**src/sv/gpc_pkg.sv**
```systemverilog
`timescale 1ns / 1ps
// ----------------------------------------------------------------------------
// Gamma correction package
// Shared widths, stage payload types and the constant tables for the
// logarithm lookup and the fractional power-of-two roots.
// ----------------------------------------------------------------------------
package gpc_pkg;

  // Pixel and fixed-point formats.
  localparam int PIXEL_BITS = 8;
  localparam int PIXEL_MAX  = (1 << PIXEL_BITS) - 1;
  localparam int FRAC_BITS  = 16;
  localparam int Q_BITS     = 30;
  localparam int LOG_BITS   = 20;
  localparam int EXP_BITS   = 16;
  localparam int PROD_BITS  = LOG_BITS + EXP_BITS;
  localparam int Y_BITS     = PROD_BITS - 12;
  localparam int IPART_BITS = Y_BITS - FRAC_BITS;
  localparam int SHIFT_BITS = 6;
  localparam int SHIFT_LIMIT = 40;
  localparam int MANT_BITS  = Q_BITS + 1;
  localparam int ROOT_BITS  = Q_BITS;
  localparam int SCALE_BITS = MANT_BITS + PIXEL_BITS - 1;

  localparam logic [EXP_BITS-1:0]  IDENTITY_EXP = EXP_BITS'(4096);
  localparam logic [MANT_BITS-1:0] ONE_Q30      = MANT_BITS'(64'd1 << Q_BITS);

  // Register stages: three in the log/scale front end, one per fraction bit
  // in the exponential chain and two in the output stage.
  localparam int FRONT_STAGES = 3;
  localparam int OUT_STAGES   = 2;
  localparam int PIPE_DEPTH   = FRONT_STAGES + FRAC_BITS + OUT_STAGES;

  // Result forced by a special case, or computed normally.
  typedef enum logic [1:0] {
    OVR_NONE,
    OVR_ZERO,
    OVR_FULL
  } override_t;

  // Payload carried through the exponential chain.
  typedef struct packed {
    logic [MANT_BITS-1:0]  mant;
    logic [FRAC_BITS-1:0]  frac;
    logic [SHIFT_BITS-1:0] ipart;
    override_t             ovr;
    logic                  frame_end;
  } exp_item_t;

  typedef logic [LOG_BITS-1:0]  log_table_t  [1 << PIXEL_BITS];
  typedef logic [ROOT_BITS-1:0] root_table_t [FRAC_BITS + 1];

  // Floor square root, used only while building the constant tables.
  function automatic logic [63:0] isqrt64(input logic [63:0] n_in);
    logic [63:0] n;
    logic [63:0] res;
    logic [63:0] bitv;
    n    = n_in;
    res  = 64'd0;
    bitv = 64'd1 << 62;
    for (int s = 0; s < 32; s++) begin
      if (bitv > n) begin
        bitv = bitv >> 2;
      end
    end
    for (int s = 0; s < 32; s++) begin
      if (bitv != 64'd0) begin
        if (n >= res + bitv) begin
          n   = n - (res + bitv);
          res = (res >> 1) + bitv;
        end else begin
          res = res >> 1;
        end
        bitv = bitv >> 2;
      end
    end
    return res;
  endfunction

  // Q.16 base-2 logarithm by repeated squaring of the mantissa.
  function automatic logic [LOG_BITS-1:0] log2_q16(input int unsigned x);
    int unsigned         k;
    logic [63:0]         m;
    logic [LOG_BITS-1:0] res;
    k = 0;
    for (int s = 0; s < 31; s++) begin
      if ((x >> (k + 1)) != 0) begin
        k++;
      end
    end
    m   = 64'(x) << (Q_BITS - k);
    res = LOG_BITS'(k) << FRAC_BITS;
    for (int b = FRAC_BITS - 1; b >= 0; b--) begin
      m = (m * m) >> Q_BITS;
      if (m >= (64'd1 << (Q_BITS + 1))) begin
        m      = m >> 1;
        res[b] = 1'b1;
      end
    end
    return res;
  endfunction

  // -log2(p / PIXEL_MAX) in Q.16 for every nonzero pixel code, clamped at zero; code zero maps to zero.
  function automatic log_table_t build_log_table();
    log_table_t          tab;
    logic [LOG_BITS-1:0] lf;
    logic [LOG_BITS-1:0] lp;
    lf = log2_q16(PIXEL_MAX);
    tab[0] = '0;
    for (int p = 1; p <= PIXEL_MAX; p++) begin
      lp = log2_q16(p);
      tab[p] = (lp > lf) ? '0 : LOG_BITS'(lf - lp);
    end
    return tab;
  endfunction

  // Roots 2^30 * 2^(-2^-j), each the square root of the one before.
  function automatic root_table_t build_root_table();
    root_table_t tab;
    logic [63:0] c;
    c = 64'd1 << (Q_BITS - 1);
    tab[0] = ROOT_BITS'(c);
    for (int j = 1; j <= FRAC_BITS; j++) begin
      c = isqrt64(c << Q_BITS);
      tab[j] = ROOT_BITS'(c);
    end
    return tab;
  endfunction

  localparam log_table_t  LOG_TABLE  = build_log_table();
  localparam root_table_t ROOT_TABLE = build_root_table();

endpackage

```
**src/sv/gpc_out_stage.sv**
```systemverilog
`timescale 1ns / 1ps
// ----------------------------------------------------------------------------
// Gamma correction output stage
// Scales the mantissa to pixel range, applies the integer shift, rounds
// halves up, saturates and applies the special cases, over two register stages.
// ----------------------------------------------------------------------------
module gpc_out_stage (
  input  logic                           clk,
  input  logic                           rst,
  input  logic                           in_valid,
  output logic                           in_ready,
  input  gpc_pkg::exp_item_t             in_item,
  output logic                           out_valid,
  input  logic                           out_ready,
  output logic [gpc_pkg::PIXEL_BITS-1:0] out_pixel,
  output logic                           out_frame_end
);
  import gpc_pkg::*;

  localparam int SUM_BITS = SCALE_BITS + 1;

  logic                    valid_a;
  logic                    valid_b;
  logic                    ready_a;
  logic                    ready_b;
  logic [SCALE_BITS:0]     scale_wide;
  logic [SCALE_BITS-1:0]   scaled_a;
  logic [SHIFT_BITS-1:0]   ipart_a;
  override_t               ovr_a;
  logic                    fe_a;
  logic [SCALE_BITS-1:0]   shifted;
  logic [SUM_BITS-1:0]     rounded;
  logic [SUM_BITS-Q_BITS-1:0] whole;
  logic [PIXEL_BITS-1:0]   pixel_next;
  logic [PIXEL_BITS-1:0]   pixel_b;
  logic                    fe_b;

  assign ready_b  = !valid_b || out_ready;
  assign ready_a  = !valid_a || ready_b;
  assign in_ready = ready_a;

  always_ff @(posedge clk) begin
    if (rst) begin
      valid_a <= 1'b0;
      valid_b <= 1'b0;
    end else begin
      if (ready_a) valid_a <= in_valid;
      if (ready_b) valid_b <= valid_a;
    end
  end

  // Stage A: multiply by full scale as a shift and a subtract.
  assign scale_wide = {in_item.mant, {(PIXEL_BITS){1'b0}}} - (SCALE_BITS + 1)'(in_item.mant);

  always_ff @(posedge clk) begin
    if (ready_a && in_valid) begin
      scaled_a <= scale_wide[SCALE_BITS-1:0];
      ipart_a  <= in_item.ipart;
      ovr_a    <= in_item.ovr;
      fe_a     <= in_item.frame_end;
    end
  end

  // Stage B: shift, round half up, saturate and apply special cases.
  assign shifted = scaled_a >> ipart_a;
  assign rounded = SUM_BITS'(shifted) + SUM_BITS'(64'd1 << (Q_BITS - 1));
  assign whole   = rounded[SUM_BITS-1:Q_BITS];

  always_comb begin
    case (ovr_a)
      OVR_ZERO: pixel_next = '0;
      OVR_FULL: pixel_next = PIXEL_BITS'(PIXEL_MAX);
      OVR_NONE: begin
        if (whole > (SUM_BITS - Q_BITS)'(PIXEL_MAX)) begin
          pixel_next = PIXEL_BITS'(PIXEL_MAX);
        end else begin
          pixel_next = whole[PIXEL_BITS-1:0];
        end
      end
      default: pixel_next = '0;
    endcase
  end

  always_ff @(posedge clk) begin
    if (ready_b && valid_a) begin
      pixel_b <= pixel_next;
      fe_b    <= fe_a;
    end
  end

  assign out_valid     = valid_b;
  assign out_pixel     = pixel_b;
  assign out_frame_end = fe_b;

endmodule

```
**config.mk**
```make
export PLATFORM = sky130hd
export DESIGN_NAME = gpc_out_stage
export DESIGN_NICKNAME = d
export VERILOG_FILES = /design/src/sv/gpc_pkg.sv /design/src/sv/gpc_out_stage.sv
export SDC_FILE = /design/constraint.sdc
export NUM_CORES = 1
export LEC_CHECK = 0
export BUFFER_PORTS_ARGS = -buffer_cell sky130_fd_sc_hd__buf_2
export CORE_ASPECT_RATIO = 1.1
export CORE_MARGIN = 5
export CORE_UTILIZATION = 30
export DETAILED_ROUTE_END_ITERATION = 7
export HOLD_SLACK_MARGIN = 0.08
export SYNTH_ARGS = -nofsm -noshare
export SYNTH_HDL_FRONTEND = slang
export SYNTH_SLANG_ARGS = --single-unit
```
**constraint.sdc**
```tcl
create_clock -name clk -period 2.3 [get_ports clk]
set_input_delay 0.46 -clock clk [delete_from_list [all_inputs] [get_ports clk]]
set_output_delay 0.46 -clock clk [all_outputs]
set_load 0.01 [all_outputs]
```
=== Yosys cells after proc, flatten, opt, wreduce, memory -nomap -nowiden ===
Index checks and enable logic that the tools add are counted.

* Add/subtract/negate cells: 2
* Order comparisons: 1
* Equality and inequality tests: 1
* Shift operators: 1
* Muxes and demuxes: 2
* Reductions and logical operators: 7

{| class="wikitable"
|+ Operators with widths
! operator !! number
|-
| 38-bit by 30-bit adder with 39-bit output (second input constant) || 1
|-
| 38-bit by 6-bit right shift with 38-bit output || 1
|-
| 38-bit by 31-bit subtractor with 38-bit output || 1
|-
| 8-bit case mux with 2 select lines || 1
|-
| 9-bit by 8-bit greater-than comparator with 1-bit output (second input constant) || 1
|-
| 8-bit two-way mux || 1
|-
| 2-bit equality test (second input constant) || 1
|-
| 1-bit logical AND || 2
|-
| 1-bit zero test || 2
|-
| 2-bit zero test || 1
|-
| 1-bit logical OR || 2
|}

* Register bits after elaboration: 58
* Input port bits: 60
* Output and inout port bits: 11

=== Logic depth before layout (Yosys ltp) ===
Gate-level depths: netlist (run 1).

* Depth in word-level cells: 5
* Gate-level depth with buffers: 11
* Depth with buffers taken out: 9

=== Least setup slack after synthesis (run 1) ===
Ideal clock, no wire load.

* Path kind: reg2reg
* Start point: reg scaled_a[36]
* End point: reg pixel_b[5], in the netlist out_pixel[5] (data pin)
* Data arrival time: 2.183 ns
* Setup slack: -0.149 ns
* Cell stages (with the launch flop): 10
* Path buffers: 0
* Cells stage by stage: edfxtp_1 -> mux4_2 -> mux2_2 -> o21ai_1 -> nor3_1 -> ha_1 -> o2111ai_1 -> nor3_1 -> mux2i_1 -> a21oi_1

* Word-level cells in the longest chain between the ends: 5

{| class="wikitable"
|+ Ends and longest elaborated chain
! element !! RTL line !! text
|-
| from (decl) || gpc_out_stage.sv:27 || <nowiki>logic [SCALE_BITS-1:0] scaled_a;</nowiki>
|-
| from (signal assigned) || gpc_out_stage.sv:57 || <nowiki>scaled_a <= scale_wide[SCALE_BITS-1:0];</nowiki>
|-
| 38-bit by 6-bit right shift with 38-bit output (*) || gpc_out_stage.sv:65 || <nowiki>assign shifted = scaled_a >> ipart_a;</nowiki>
|-
| 38-bit by 30-bit adder with 39-bit output (*) || gpc_out_stage.sv:66 || <nowiki>assign rounded = SUM_BITS'(shifted) + SUM_BITS'(64'd1 << (Q_BITS - 1));</nowiki>
|-
| 9-bit by 8-bit greater-than comparator with 1-bit output || gpc_out_stage.sv:74 || <nowiki>if (whole > (SUM_BITS - Q_BITS)'(PIXEL_MAX)) begin</nowiki>
|-
| 8-bit two-way mux (*) || gpc_out_stage.sv:74 ||
|-
| 8-bit case mux with 2 select lines (*) || gpc_out_stage.sv:70 || <nowiki>case (ovr_a)</nowiki>
|-
| via pixel_next[5] || gpc_out_stage.sv:34 || <nowiki>logic [PIXEL_BITS-1:0] pixel_next;</nowiki>
|-
| to (signal assigned) || gpc_out_stage.sv:86 || <nowiki>pixel_b <= pixel_next;</nowiki>
|-
| to (decl) || gpc_out_stage.sv:35 || <nowiki>logic [PIXEL_BITS-1:0] pixel_b;</nowiki>
|}

The timed path passes the listed nets; every way through them passes the cells marked *.
A chain may end at the register's enable or synchronous reset.

=== Worst setup path after layout (run 1) ===
* Start point: reg ipart_a[4]
* End point: reg pixel_b[6], in the netlist out_pixel[6] (data pin)

* Word-level cells in the longest chain between the ends: 5

{| class="wikitable"
|+ Ends and longest elaborated chain
! element !! RTL line !! text
|-
| from (decl) || gpc_out_stage.sv:28 || <nowiki>logic [SHIFT_BITS-1:0] ipart_a;</nowiki>
|-
| from (signal assigned) || gpc_out_stage.sv:58 || <nowiki>ipart_a <= in_item.ipart;</nowiki>
|-
| 38-bit by 6-bit right shift with 38-bit output (*) || gpc_out_stage.sv:65 ||
|-
| 38-bit by 30-bit adder with 39-bit output (*) || gpc_out_stage.sv:66 ||
|-
| 9-bit by 8-bit greater-than comparator with 1-bit output || gpc_out_stage.sv:74 ||
|-
| 8-bit two-way mux (*) || gpc_out_stage.sv:74 ||
|-
| 8-bit case mux with 2 select lines (*) || gpc_out_stage.sv:70 ||
|-
| via pixel_next[6] || gpc_out_stage.sv:34 ||
|}

Marked as above.

==> metrics.txt, run 1 <==
# TYPE chip_impl_metric gauge
chip_impl_metric{name="placed_cell_area",unit="sq um"} 3400
chip_impl_metric{name="remaining_max_slew_budget_at_the_tightest_pin",unit="%"} 48.5
chip_impl_info{name="worstSetupStartpointType",value="flip-flop"} 1
chip_impl_metric{name="setup-violations-final",unit=""} 7
chip_impl_metric{name="post-route-drc-count",unit=""} 0
chip_impl_metric{name="global_route_wire_length_before_repair",unit="mm"} 10.3
chip_impl_metric{name="syn-mean-instance-area",unit="sq um"} 9.31
chip_impl_metric{name="syn-instance-count",unit=""} 263
chip_impl_metric{name="final-hold-violation-count",unit=""} 0
chip_impl_metric{name="synth-warning-count",unit=""} 0
chip_impl_metric{name="die_height",unit="microns"} 105
chip_impl_metric{name="finalWorstSetupSlack",unit="ps"} -91.9
chip_impl_metric{name="max_cap_violations",unit=""} 0
chip_impl_metric{name="drt-initial-drc-count",unit=""} 74
chip_impl_metric{name="initial_utilization",unit="%"} 30.8
chip_impl_info{name="outcome",value="complete, but fails checks"} 1
chip_impl_info{name="critPathKind",value="flip-flop to flip-flop"} 1
chip_impl_metric{name="cp.required",unit="ps"} 2320
chip_impl_info{name="cts_root_cell",value="clkbuf_8"} 1
chip_impl_metric{name="clkTransAtPathRegs",unit="ps"} 70
chip_impl_info{name="dominantRegCellSynth",value="edfxtp_1"} 1
chip_impl_info{name="rsz0062_at_grt",value="true"} 1
chip_impl_metric{name="cts.htree.levels",unit=""} 2
chip_impl_info{name="slowest_stage",value="or4b_4"} 1
chip_impl_metric{name="grt_remaining_overflow",unit=""} 0
chip_impl_metric{name="cts-root-to-sink-buffers",unit=""} 2
chip_impl_metric{name="std_cell_rows",unit=""} 34
chip_impl_metric{name="postLayoutCellArea",unit="sq um"} 3730
chip_impl_metric{name="route.antenna.remaining_nets",unit=""} 0
chip_impl_metric{name="pwr_density_cell",unit="nW/um^2"} 482
chip_impl_metric{name="synth_enable_flop_cells",unit=""} 27
chip_impl_metric{name="first_global_vias",unit=""} 2431
chip_impl_metric{name="synth-seq-area-share",unit="%"} 34.8
chip_impl_metric{name="reg2reg_setup_slack",unit="ps"} -90
chip_impl_metric{name="number_of_iterations_in_the_first_detailed_routing_pass",unit=""} 4
chip_impl_metric{name="clkLatencyLatePin",unit="ps"} 280
chip_impl_metric{name="clock_sink_count",unit=""} 29
chip_impl_metric{name="seq_area",unit="sq um"} 851
chip_impl_metric{name="wl_per_cell",unit="microns"} 12.9
chip_impl_metric{name="p_leak",unit="uW"} 0.00162
chip_impl_metric{name="layout.nets",unit=""} 469
chip_impl_info{name="violated_checks",value="negative setup slack"} 1
chip_impl_metric{name="route.final.wire_length",unit="mm"} 6.38
chip_impl_metric{name="tightest_slew",unit="ps"} 772
chip_impl_metric{name="grt_start_max_net_pins",unit=""} 19
chip_impl_metric{name="arrival",unit="ps"} 2420
chip_impl_metric{name="fill_cells",unit=""} 745
chip_impl_metric{name="finalNonFillerCells",unit=""} 494
chip_impl_metric{name="hpwl_after_dpl",unit="mm"} 5.24
chip_impl_metric{name="post-route-period-util",unit="%"} 104
chip_impl_metric{name="ir_worst_vdd",unit="V"} 0.000193
chip_impl_metric{name="finalCoreUtilization",unit="%"} 46.9
chip_impl_metric{name="gp_routability_congestion",unit=""} 0.910
chip_impl_metric{name="post_synthesis_sequential_element_count",unit=""} 29
chip_impl_metric{name="multiInputGateArea",unit="sq um"} 1710
chip_impl_metric{name="max_freq",unit="MHz"} 418
chip_impl_metric{name="io_pins",unit=""} 71
chip_impl_metric{name="antenna_cells",unit=""} 0
chip_impl_metric{name="grt_usage",unit="%"} 12.8
chip_impl_metric{name="synth_nets",unit=""} 347
chip_impl_metric{name="placed_cells",unit=""} 482
chip_impl_metric{name="maximum_net_fanout_on_the_critical_path",unit=""} 4
chip_impl_metric{name="cts_made_buffers",unit=""} 5
chip_impl_metric{name="critical_path.max_stage_delay",unit="ps"} 600
chip_impl_metric{name="placeableCoreArea",unit="sq um"} 7960
chip_impl_metric{name="final_period_minus_worst_setup_slack",unit="ps"} 2390
chip_impl_metric{name="die_w",unit="microns"} 96.1
chip_impl_info{name="hold_class",value="primary input to flip-flop"} 1
chip_impl_metric{name="synth-async-reset-ratio",unit="%"} 0
chip_impl_metric{name="number_of_distinct_library_cell_variants_in_the_gate_level_netlist_after_synthesis",unit=""} 54
chip_impl_metric{name="dr_total_vias",unit=""} 2392
chip_impl_info{name="cp_cell_sequence",value="or4b_4 > o22ai_4 > o21ai_2 > or3_4 > nor2_4 > mux2i_1 > a21oi_1"} 1
chip_impl_metric{name="routed_via_density",unit=""} 4.84
chip_impl_info{name="cts_tree",value="built"} 1
chip_impl_metric{name="timing.clock.skew",unit="ps"} 9.90
chip_impl_metric{name="antenna_found_initial",unit=""} 0
chip_impl_metric{name="share_of_final_layout_standard_cells_stronger_than_drive_strength_1",unit="%"} 45.1
chip_impl_metric{name="cts_hold_repair.buffers",unit=""} 0
chip_impl_metric{name="numPortBuffers",unit=""} 54
chip_impl_metric{name="die_area",unit="sq um"} 10100
chip_impl_metric{name="synth_area",unit="sq um"} 2450
chip_impl_metric{name="final_max_slew_viol_count",unit=""} 0
chip_impl_metric{name="flow.area_growth_from_synthesis",unit="%"} 52.4
chip_impl_info{name="setup.worst_path.end_class",value="flip-flop"} 1
[cells in the mapped netlist, types with 3 or more instances]
master / number / area [sq um]
nor4_1: 3 / 18.8
nand3_1: 5 / 25.0
nor2_1: 13 / 48.8
a21o_1: 6 / 45.0
mux2_2: 4 / 45.0
ha_1: 24 / 300
edfxtp_1: 27 / 811
o21ai_0: 22 / 110
nor2b_1: 4 / 25.0
inv_1: 31 / 116
nor3_1: 7 / 35.0
o21ai_1: 4 / 20.0
xnor2_1: 7 / 61.3
nand4_1: 7 / 43.8
mux2i_1: 8 / 80.1
nand2_1: 17 / 63.8
a21oi_1: 25 / 125
[critical path, delay by kind of cell, from the launching register on]
kind             cells  cell delay [ps]
AND/OR/NAND/NOR      3             1130
AO/OA/AOI/OAI        3              350
multiplexers         1              200
flip-flops           1              450
[where the power goes]
| group | leakage [uW] | total, uW | internal [uW] | switching [uW] |
|---|---|---|---|---|
| clock | 0.0000681 | 619 | 430 | 189 |
| combinational | 0.00127 | 539 | 279 | 259 |
| sequential | 0.000278 | 642 | 621 | 20.5 |
| total | 0.00162 | 1800 | 1330 | 469 |
[per-layer routing]
metal | vias up | GRT usage (%) | routed length [microns]
met5 | - | 0 | 0
met4 | 0 | 4.17 | 86
met3 | 8 | 2.01 | 191
met2 | 42 | 23.9 | 3530
met1 | 1102 | 14.2 | 2570
li1 | 1240 | - | -
[path summary, 6_finish.rpt]
path,start,end,cells past startpoint
setup / recovery,ipart_a[4],out_pixel[6],7
hold / removal,rst,out_valid,2
setup reg to reg,ipart_a[4],out_pixel[6],7
hold reg to reg,fe_a,out_frame_end,0
[cells by family (layout without fill, tap and decap cells)]
kind of cell               after synthesis  in the layout  synth area share, %
DFF                                     29             29                 34.8
and+or+nand+nor                         73             73                 16.4
adders and majority gates               24             24                 12.3
buffers and inverters                   35            158                 6.54
muxes                                   14             14                 6.95
AOI/OAI and AO/OA                       81             81                 20.6
xor gates and xnor gates                 7              7                 2.51
[per-stage QoR]
stage / hold WS [ps] / total power, uW / worst slack [ps] / setup TNS [ps]
final: 350 / 1800 / -91.9 / -346
after floorplan: 400 / 930 / -19.9 / -38.0
after CTS: 339 / 1780 / -138 / -915
after detailed placement: 421 / 1140 / -311 / -3430
after global routing: 342 / 1900 / -208 / -1220
after global placement: 401 / 1130 / -301 / -3080
[state kept, by name, indices dropped and copies added, names as in the netlist]
register / count
ovr_a: 2
ipart_a: 6
out_frame_end: 1
out_pixel: 8
fe_a: 1
out_valid: 1
valid_a: 1
scaled_a: 9
[placed cells by master (no fill, tap or decap), types with 3 or more instances in the layout]
cell,netlist,final
a21o_1,6,6
a21oi_1,25,23
a21oi_2,1,3
buf_2,0,54
buf_4,1,59
buf_6,1,6
clkbuf_8,0,5
edfxtp_1,27,27
ha_1,24,18
ha_4,0,5
inv_1,31,30
mux2_2,4,3
mux2i_1,8,7
nand2_1,17,17
nand3_1,5,5
nand4_1,7,7
nor2_1,13,13
nor2b_1,4,4
nor3_1,7,5
o21ai_0,22,16
o21ai_1,4,6
xnor2_1,7,5
[layout make-up]
class	instances	share of cell area, %
multi-input cells	199	45.9
well taps	108	3.62
inverters	31	3.12
repair buffers	119	20.9
clock inverters	3	1.74
flip-flops and latches	29	22.8
clock buffers	5	1.85
[repair_timing]
item                                    4_1_cts  5_1_grt
gates resized for setup                      11       23
buffers inserted                              2        2
pin swaps                                     8       12
endpoints found under the setup margin       10       15
(Power assumes the default switching activity.)
==> run 2: changes to the inputs <==
BUFFER_PORTS_ARGS = -buffer_cell sky130_fd_sc_hd__buf_4   (was -buffer_cell sky130_fd_sc_hd__buf_2)
PLACE_DENSITY_LB_ADDON = 0.2   (was not set)
SLEW_MARGIN = 15   (was not set)
==> metrics.txt, run 2 (synthesis gave the netlist of run 1 again) <==
# TYPE chip_impl_metric gauge
chip_impl_metric{name="arrival",unit="ps"} 2520
chip_impl_metric{name="power_switching",unit="uW"} 498
chip_impl_metric{name="swShare",unit="%"} 30.3
chip_impl_metric{name="cts-root-to-sink-buffers",unit=""} 2
chip_impl_metric{name="share_of_final_layout_standard_cells_stronger_than_drive_strength_1",unit="%"} 48.1
chip_impl_metric{name="dr_total_vias",unit=""} 2489
chip_impl_metric{name="timing.clock.skew",unit="ps"} 10.1
chip_impl_metric{name="placed_cell_area",unit="sq um"} 3540
chip_impl_info{name="cts_root_cell",value="clkbuf_8"} 1
chip_impl_metric{name="numPortBuffers",unit=""} 54
chip_impl_metric{name="maximum_net_fanout_on_the_critical_path",unit=""} 4
chip_impl_info{name="cp_most_frequent_cell",value="or4_4"} 1
chip_impl_metric{name="post-route-drc-count",unit=""} 0
chip_impl_metric{name="comb_power_share",unit="%"} 35.2
chip_impl_metric{name="antenna_cells",unit=""} 0
chip_impl_info{name="layout_common_cells",value="121 x buf_4, 27 x edfxtp_1, 26 x inv_1, 23 x a21oi_1, 18 x o21ai_0"} 1
chip_impl_metric{name="gp_routability_congestion",unit=""} 0.897
chip_impl_metric{name="clkTransAtPathRegs",unit="ps"} 70
chip_impl_metric{name="global_route_wire_length_before_repair",unit="mm"} 11.1
chip_impl_metric{name="ir_worst_vdd",unit="V"} 0.000211
chip_impl_metric{name="grt_start_max_net_pins",unit=""} 19
chip_impl_metric{name="route.antenna.remaining_nets",unit=""} 0
chip_impl_metric{name="cts.htree.levels",unit=""} 2
chip_impl_info{name="cts_tree",value="built"} 1
chip_impl_info{name="setup.worst_path.end",value="out_pixel[4]"} 1
chip_impl_info{name="outcome",value="complete, but fails checks"} 1
chip_impl_metric{name="setup-violations-final",unit=""} 8
chip_impl_metric{name="hpwl_after_dpl",unit="mm"} 5.64
chip_impl_metric{name="clkLatencyLatePin",unit="ps"} 280
chip_impl_metric{name="pwr_density_cell",unit="nW/um^2"} 422
chip_impl_metric{name="route.final.wire_length",unit="mm"} 6.99
chip_impl_metric{name="routed_via_density",unit=""} 4.99
chip_impl_info{name="largest_register",value="scaled_a"} 1
chip_impl_info{name="crit_start",value="ipart_a[4]"} 1
chip_impl_metric{name="postLayoutCellArea",unit="sq um"} 3890
chip_impl_metric{name="first_global_vias",unit=""} 2522
chip_impl_info{name="worstSetupStartpointType",value="flip-flop"} 1
chip_impl_metric{name="drt-initial-drc-count",unit=""} 68
chip_impl_metric{name="cp.required",unit="ps"} 2320
chip_impl_metric{name="die_height",unit="microns"} 105
chip_impl_metric{name="share_clk_of_total_power",unit="%"} 25.4
chip_impl_info{name="hold_class",value="primary input to flip-flop"} 1
chip_impl_metric{name="cts_hold_repair.buffers",unit=""} 0
chip_impl_metric{name="p_leak",unit="uW"} 0.00167
chip_impl_metric{name="internal-power",unit="uW"} 1140
chip_impl_metric{name="finalCoreUtilization",unit="%"} 48.9
chip_impl_info{name="critical_path.top_delay_family",value="simple AND/OR/NAND/NOR gates"} 1
chip_impl_metric{name="clock_sink_count",unit=""} 29
chip_impl_metric{name="tightest_slew",unit="ps"} 813
chip_impl_metric{name="layout.nets",unit=""} 474
chip_impl_metric{name="wl_per_cell",unit="microns"} 14.0
chip_impl_metric{name="max_cap_violations",unit=""} 0
chip_impl_metric{name="critical_path_buf_inv_count",unit=""} 1
chip_impl_metric{name="initial_utilization",unit="%"} 30.8
chip_impl_metric{name="die_w",unit="microns"} 96.1
chip_impl_info{name="timing.rr.start",value="ipart_a[4]"} 1
chip_impl_info{name="critPathKind",value="flip-flop to flip-flop"} 1
chip_impl_metric{name="antenna_found_initial",unit=""} 0
chip_impl_metric{name="fin_total_pwr",unit="uW"} 1640
chip_impl_metric{name="r2r_cells",unit=""} 7
chip_impl_metric{name="total_stage_count_of_the_critical_path",unit=""} 7
chip_impl_metric{name="std_cell_rows",unit=""} 34
chip_impl_metric{name="critical_path.max_stage_delay",unit="ps"} 550
chip_impl_metric{name="fill_cells",unit=""} 773
chip_impl_metric{name="die_area",unit="sq um"} 10100
chip_impl_metric{name="flow.area_growth_from_synthesis",unit="%"} 59.0
chip_impl_metric{name="post-route-period-util",unit="%"} 109
chip_impl_info{name="slowest_stage",value="or4_4"} 1
chip_impl_metric{name="number_of_iterations_in_the_first_detailed_routing_pass",unit=""} 4
chip_impl_metric{name="power.share.sequential",unit="%"} 39.4
chip_impl_info{name="violated_checks",value="negative setup slack"} 1
chip_impl_info{name="most_common_library_cell_in_the_layout_ignoring_fill_and_taps",value="buf_4"} 1
chip_impl_metric{name="grt_remaining_overflow",unit=""} 0
chip_impl_info{name="setup.worst_path.end_class",value="flip-flop"} 1
chip_impl_metric{name="largest_register_ff_count",unit=""} 9
chip_impl_info{name="rsz0062_at_grt",value="true"} 1
chip_impl_info{name="reg2reg_to",value="out_pixel[4]"} 1
chip_impl_metric{name="io_pins",unit=""} 71
chip_impl_metric{name="placeableCoreArea",unit="sq um"} 7960
chip_impl_metric{name="final-hold-violation-count",unit=""} 0
chip_impl_metric{name="dpl_worst_slack",unit="ps"} -325
chip_impl_metric{name="final_period_minus_worst_setup_slack",unit="ps"} 2500
chip_impl_metric{name="finalWorstSetupSlack",unit="ps"} -199
chip_impl_metric{name="grt_usage",unit="%"} 13.8
chip_impl_metric{name="final.hold.worst_slack",unit="ps"} 343
chip_impl_metric{name="remaining_max_slew_budget_at_the_tightest_pin",unit="%"} 45.8
chip_impl_metric{name="reg2reg_setup_slack",unit="ps"} -200
chip_impl_info{name="cp_cell_sequence",value="buf_4 > or4_4 > o21ai_4 > o21ai_2 > or4_4 > nor4_4 > a311oi_1"} 1
chip_impl_metric{name="final_max_slew_viol_count",unit=""} 0
chip_impl_metric{name="cts_made_buffers",unit=""} 5
chip_impl_metric{name="max_freq",unit="MHz"} 400
==> run 2: cell types whose count changed in the layout (fill, tap and decap cells not counted), sizes merged <==
cell      delta
buf          +5
clkinvlp     +1
bufinv       -2
clkinv       +1
==> run 2: repair_timing <==
item                                    4_1_cts  5_1_grt
gates resized for setup                      11       27
buffers inserted                              4        4
pin swaps                                    13       12
endpoints found under the setup margin       10       16
==> run 2: per-layer routing <==
metal,track usage (%),wire (microns),up-vias
met5,0,0,-
met2,26.1,3840,56
met1,15.1,2730,1170
li1,-,-,1248
met4,4.37,163,0
met3,2.23,257,15
==> run 2: how the worst min path moves through the flow <==
stage	from	to	slack [ps]	cells after the start
after floorplan	fe_a	out_frame_end	400	0
after global placement	fe_a	out_frame_end	410	0
after detailed placement	fe_a	out_frame_end	410	0
after CTS	rst	out_valid	340	2
after global routing	in_item[2]	ovr_a[1]	340	1
final	rst	valid_a	340	2
==> run 2: through the flow <==
stage / instances / TNS [ps]
6_report: 499 / -996
5_1_grt: 499 / -1680
4_1_cts: 495 / -831
3_5_place_dp: 483 / -3160
3_3_place_gp: 483 / -2860
2_1_floorplan: 263 / -38.0
==> run 2: power by group through the flow <==
stage | clock network [uW] | logic (uW) | registers, uW
6_report | 417 | 578 | 646
5_1_grt | 449 | 636 | 651
4_1_cts | 431 | 542 | 647
3_5_place_dp | 0 | 520 | 658
3_3_place_gp | 0 | 514 | 656
2_1_floorplan | 0 | 276 | 654
==> run 2: layout make-up <==
| cell class | count | area [sq um] | area share [%] |
|---|---|---|---|
| multi-input cells | 199 | 1760 | 45.3 |
| well taps | 108 | 135 | 3.47 |
| clock buffers | 5 | 68.8 | 1.77 |
| flip-flops and latches | 29 | 851 | 21.9 |
| repair buffers | 124 | 942 | 24.2 |
| inverters | 31 | 116 | 2.99 |
| clock inverters | 3 | 17.5 | 0.450 |
==> run 3: changes to the inputs <==
CORE_MARGIN = not set   (was 5)
==> metrics.txt, run 3 (synthesis gave the netlist of run 1 again) <==
# TYPE chip_impl_metric gauge
chip_impl_info{name="outcome",value="complete, but fails checks"} 1
chip_impl_info{name="violated_checks",value="negative setup slack"} 1
chip_impl_metric{name="tightest_slew",unit="ps"} 800
chip_impl_info{name="cts_root_cell",value="clkbuf_8"} 1
chip_impl_metric{name="setup-violations-final",unit=""} 8
chip_impl_metric{name="wl_per_cell",unit="microns"} 12.9
chip_impl_metric{name="grt_usage",unit="%"} 16.5
chip_impl_metric{name="pwr_density_cell",unit="nW/um^2"} 420
chip_impl_info{name="largest_register",value="scaled_a"} 1
chip_impl_metric{name="grt_start_max_net_pins",unit=""} 19
chip_impl_metric{name="grt_remaining_overflow",unit=""} 0
chip_impl_metric{name="die_height",unit="microns"} 96.7
chip_impl_metric{name="timing.clock.skew",unit="ps"} 5.57
chip_impl_metric{name="clkTransAtPathRegs",unit="ps"} 70
chip_impl_metric{name="hold_depth",unit=""} 2
chip_impl_info{name="critPathKind",value="flip-flop to flip-flop"} 1
chip_impl_metric{name="hpwl_after_dpl",unit="mm"} 5.36
chip_impl_metric{name="cts.htree.levels",unit=""} 2
chip_impl_info{name="hold_class",value="primary input to flip-flop"} 1
chip_impl_metric{name="antenna_cells",unit=""} 0
chip_impl_info{name="worstSetupStartpointType",value="flip-flop"} 1
chip_impl_info{name="rsz0062_at_grt",value="true"} 1
chip_impl_metric{name="route.final.wire_length",unit="mm"} 6.40
chip_impl_metric{name="final_max_slew_viol_count",unit=""} 0
chip_impl_metric{name="postLayoutCellArea",unit="sq um"} 3860
chip_impl_info{name="setup.worst_path.end_class",value="flip-flop"} 1
chip_impl_info{name="worstHoldEndpoint",value="out_valid"} 1
chip_impl_metric{name="layout.nets",unit=""} 471
chip_impl_metric{name="ir_worst_vdd",unit="V"} 0.000212
chip_impl_metric{name="finalWorstSetupSlack",unit="ps"} -120
chip_impl_metric{name="arrival",unit="ps"} 2440
chip_impl_metric{name="die_w",unit="microns"} 88.1
chip_impl_metric{name="gp_routability_congestion",unit=""} 0.785
chip_impl_metric{name="clkLatencyLatePin",unit="ps"} 280
chip_impl_metric{name="placed_cell_area",unit="sq um"} 3520
chip_impl_metric{name="post-route-period-util",unit="%"} 105
chip_impl_metric{name="numPortBuffers",unit=""} 54
chip_impl_metric{name="route.antenna.remaining_nets",unit=""} 0
chip_impl_metric{name="dpl_worst_slack",unit="ps"} -333
chip_impl_metric{name="max_freq",unit="MHz"} 413
chip_impl_metric{name="flow.area_growth_from_synthesis",unit="%"} 57.6
chip_impl_metric{name="die_area",unit="sq um"} 8520
chip_impl_metric{name="initial_utilization",unit="%"} 30.9
chip_impl_metric{name="p_leak",unit="uW"} 0.00164
chip_impl_metric{name="post-route-drc-count",unit=""} 0
chip_impl_metric{name="std_cell_rows",unit=""} 34
chip_impl_metric{name="largest_register_ff_count",unit=""} 9
chip_impl_metric{name="io_pins",unit=""} 71
chip_impl_metric{name="drt-initial-drc-count",unit=""} 57
chip_impl_metric{name="first_global_vias",unit=""} 2509
chip_impl_info{name="cts_tree",value="built"} 1
chip_impl_metric{name="antenna_found_initial",unit=""} 0
chip_impl_metric{name="remaining_max_slew_budget_at_the_tightest_pin",unit="%"} 46.7
chip_impl_metric{name="dr_total_vias",unit=""} 2415
chip_impl_metric{name="final_period_minus_worst_setup_slack",unit="ps"} 2420
chip_impl_metric{name="clock_sink_count",unit=""} 29
chip_impl_info{name="min_from",value="rst"} 1
chip_impl_metric{name="cts_made_buffers",unit=""} 5
chip_impl_metric{name="cts-root-to-sink-buffers",unit=""} 2
chip_impl_metric{name="cp.required",unit="ps"} 2320
chip_impl_metric{name="routed_via_density",unit=""} 4.87
chip_impl_metric{name="final.hold.worst_slack",unit="ps"} 341
chip_impl_metric{name="cts_hold_repair.buffers",unit=""} 0
chip_impl_metric{name="final-hold-violation-count",unit=""} 0
chip_impl_metric{name="placeableCoreArea",unit="sq um"} 7910
chip_impl_metric{name="number_of_iterations_in_the_first_detailed_routing_pass",unit=""} 4
chip_impl_info{name="crit_start",value="ipart_a[5]"} 1
chip_impl_info{name="layout_common_cells",value="119 x buf_4, 27 x inv_1, 27 x edfxtp_1, 24 x a21oi_1, 17 x nand2_1"} 1
chip_impl_metric{name="reg2reg_setup_slack",unit="ps"} -120
chip_impl_info{name="timing.rr.start",value="ipart_a[5]"} 1
chip_impl_metric{name="share_of_final_layout_standard_cells_stronger_than_drive_strength_1",unit="%"} 47.4
chip_impl_info{name="reg2reg_to",value="out_pixel[6]"} 1
chip_impl_info{name="most_common_library_cell_in_the_layout_ignoring_fill_and_taps",value="buf_4"} 1
chip_impl_metric{name="global_route_wire_length_before_repair",unit="mm"} 11.0
chip_impl_metric{name="r2r_cells",unit=""} 7
chip_impl_metric{name="maximum_net_fanout_on_the_critical_path",unit=""} 4
chip_impl_metric{name="max_cap_violations",unit=""} 0
run 3: cell count changes in the layout (fill, tap and decap cells not counted), sizes merged:
cell	before	now
buf	124	121
run 3: worst max path at each step:
stage                              end  slack [ps]
after detailed placement  scaled_a[34]        -330
final                     out_pixel[6]        -120
after floorplan           out_pixel[5]         -20
after CTS                 out_pixel[5]        -160
after global routing      out_pixel[7]        -220
after global placement    scaled_a[37]        -300
run 3: per-layer routing:
layer | GRT usage, % | vias to the layer above | wire length, microns
met4 | 4.71 | 0 | 112
met1 | 19.5 | 1119 | 2650
li1 | - | 1243 | -
met5 | 0 | - | 0
met2 | 30.2 | 43 | 3490
met3 | 2.22 | 10 | 144
run 3: critical path, cell delays in order (launching register included):
cell and delay, ps:
edfxtp_1 450, or4b_4 610, o22ai_4 210, o21ai_4 80, or3_4 390, nor2_4 130
mux2i_1 190, a21oi_1 90
run 3: cell type report:
| type | instances | area (sq um) |
|---|---|---|
| clock buffer | 5 | 68.8 |
| multi-input combinational | 199 | 1750 |
| tap | 108 | 135 |
| sequential | 29 | 851 |
| fill | 790 | 4060 |
| timing repair buffer | 121 | 916 |
| clock inverter | 3 | 17.5 |
| inverter | 31 | 116 |
run 3: what timing repair did:
item | CTS | global route
endpoints found under the setup margin | 10 | 15
buffers inserted | 6 | 2
gates resized for setup | 16 | 23
pin swaps | 5 | 15
run 3: power breakdown:
part           total, uW  switching (uW)  internal, uW
clock network        400             192           208
logic                578             265           314
registers            643            21.4           622
total               1620             478          1140
run 3: through the flow:
stage	instances	setup TNS (ps)	util, %	power, uW
after floorplan	263	-38.0	-	930
after global placement	480	-2880	44.5	1170
after detailed placement	480	-3080	44.5	1170
after CTS	494	-1020	47.1	1610
after global routing	496	-1580	48.8	1730
final	496	-729	48.8	1620
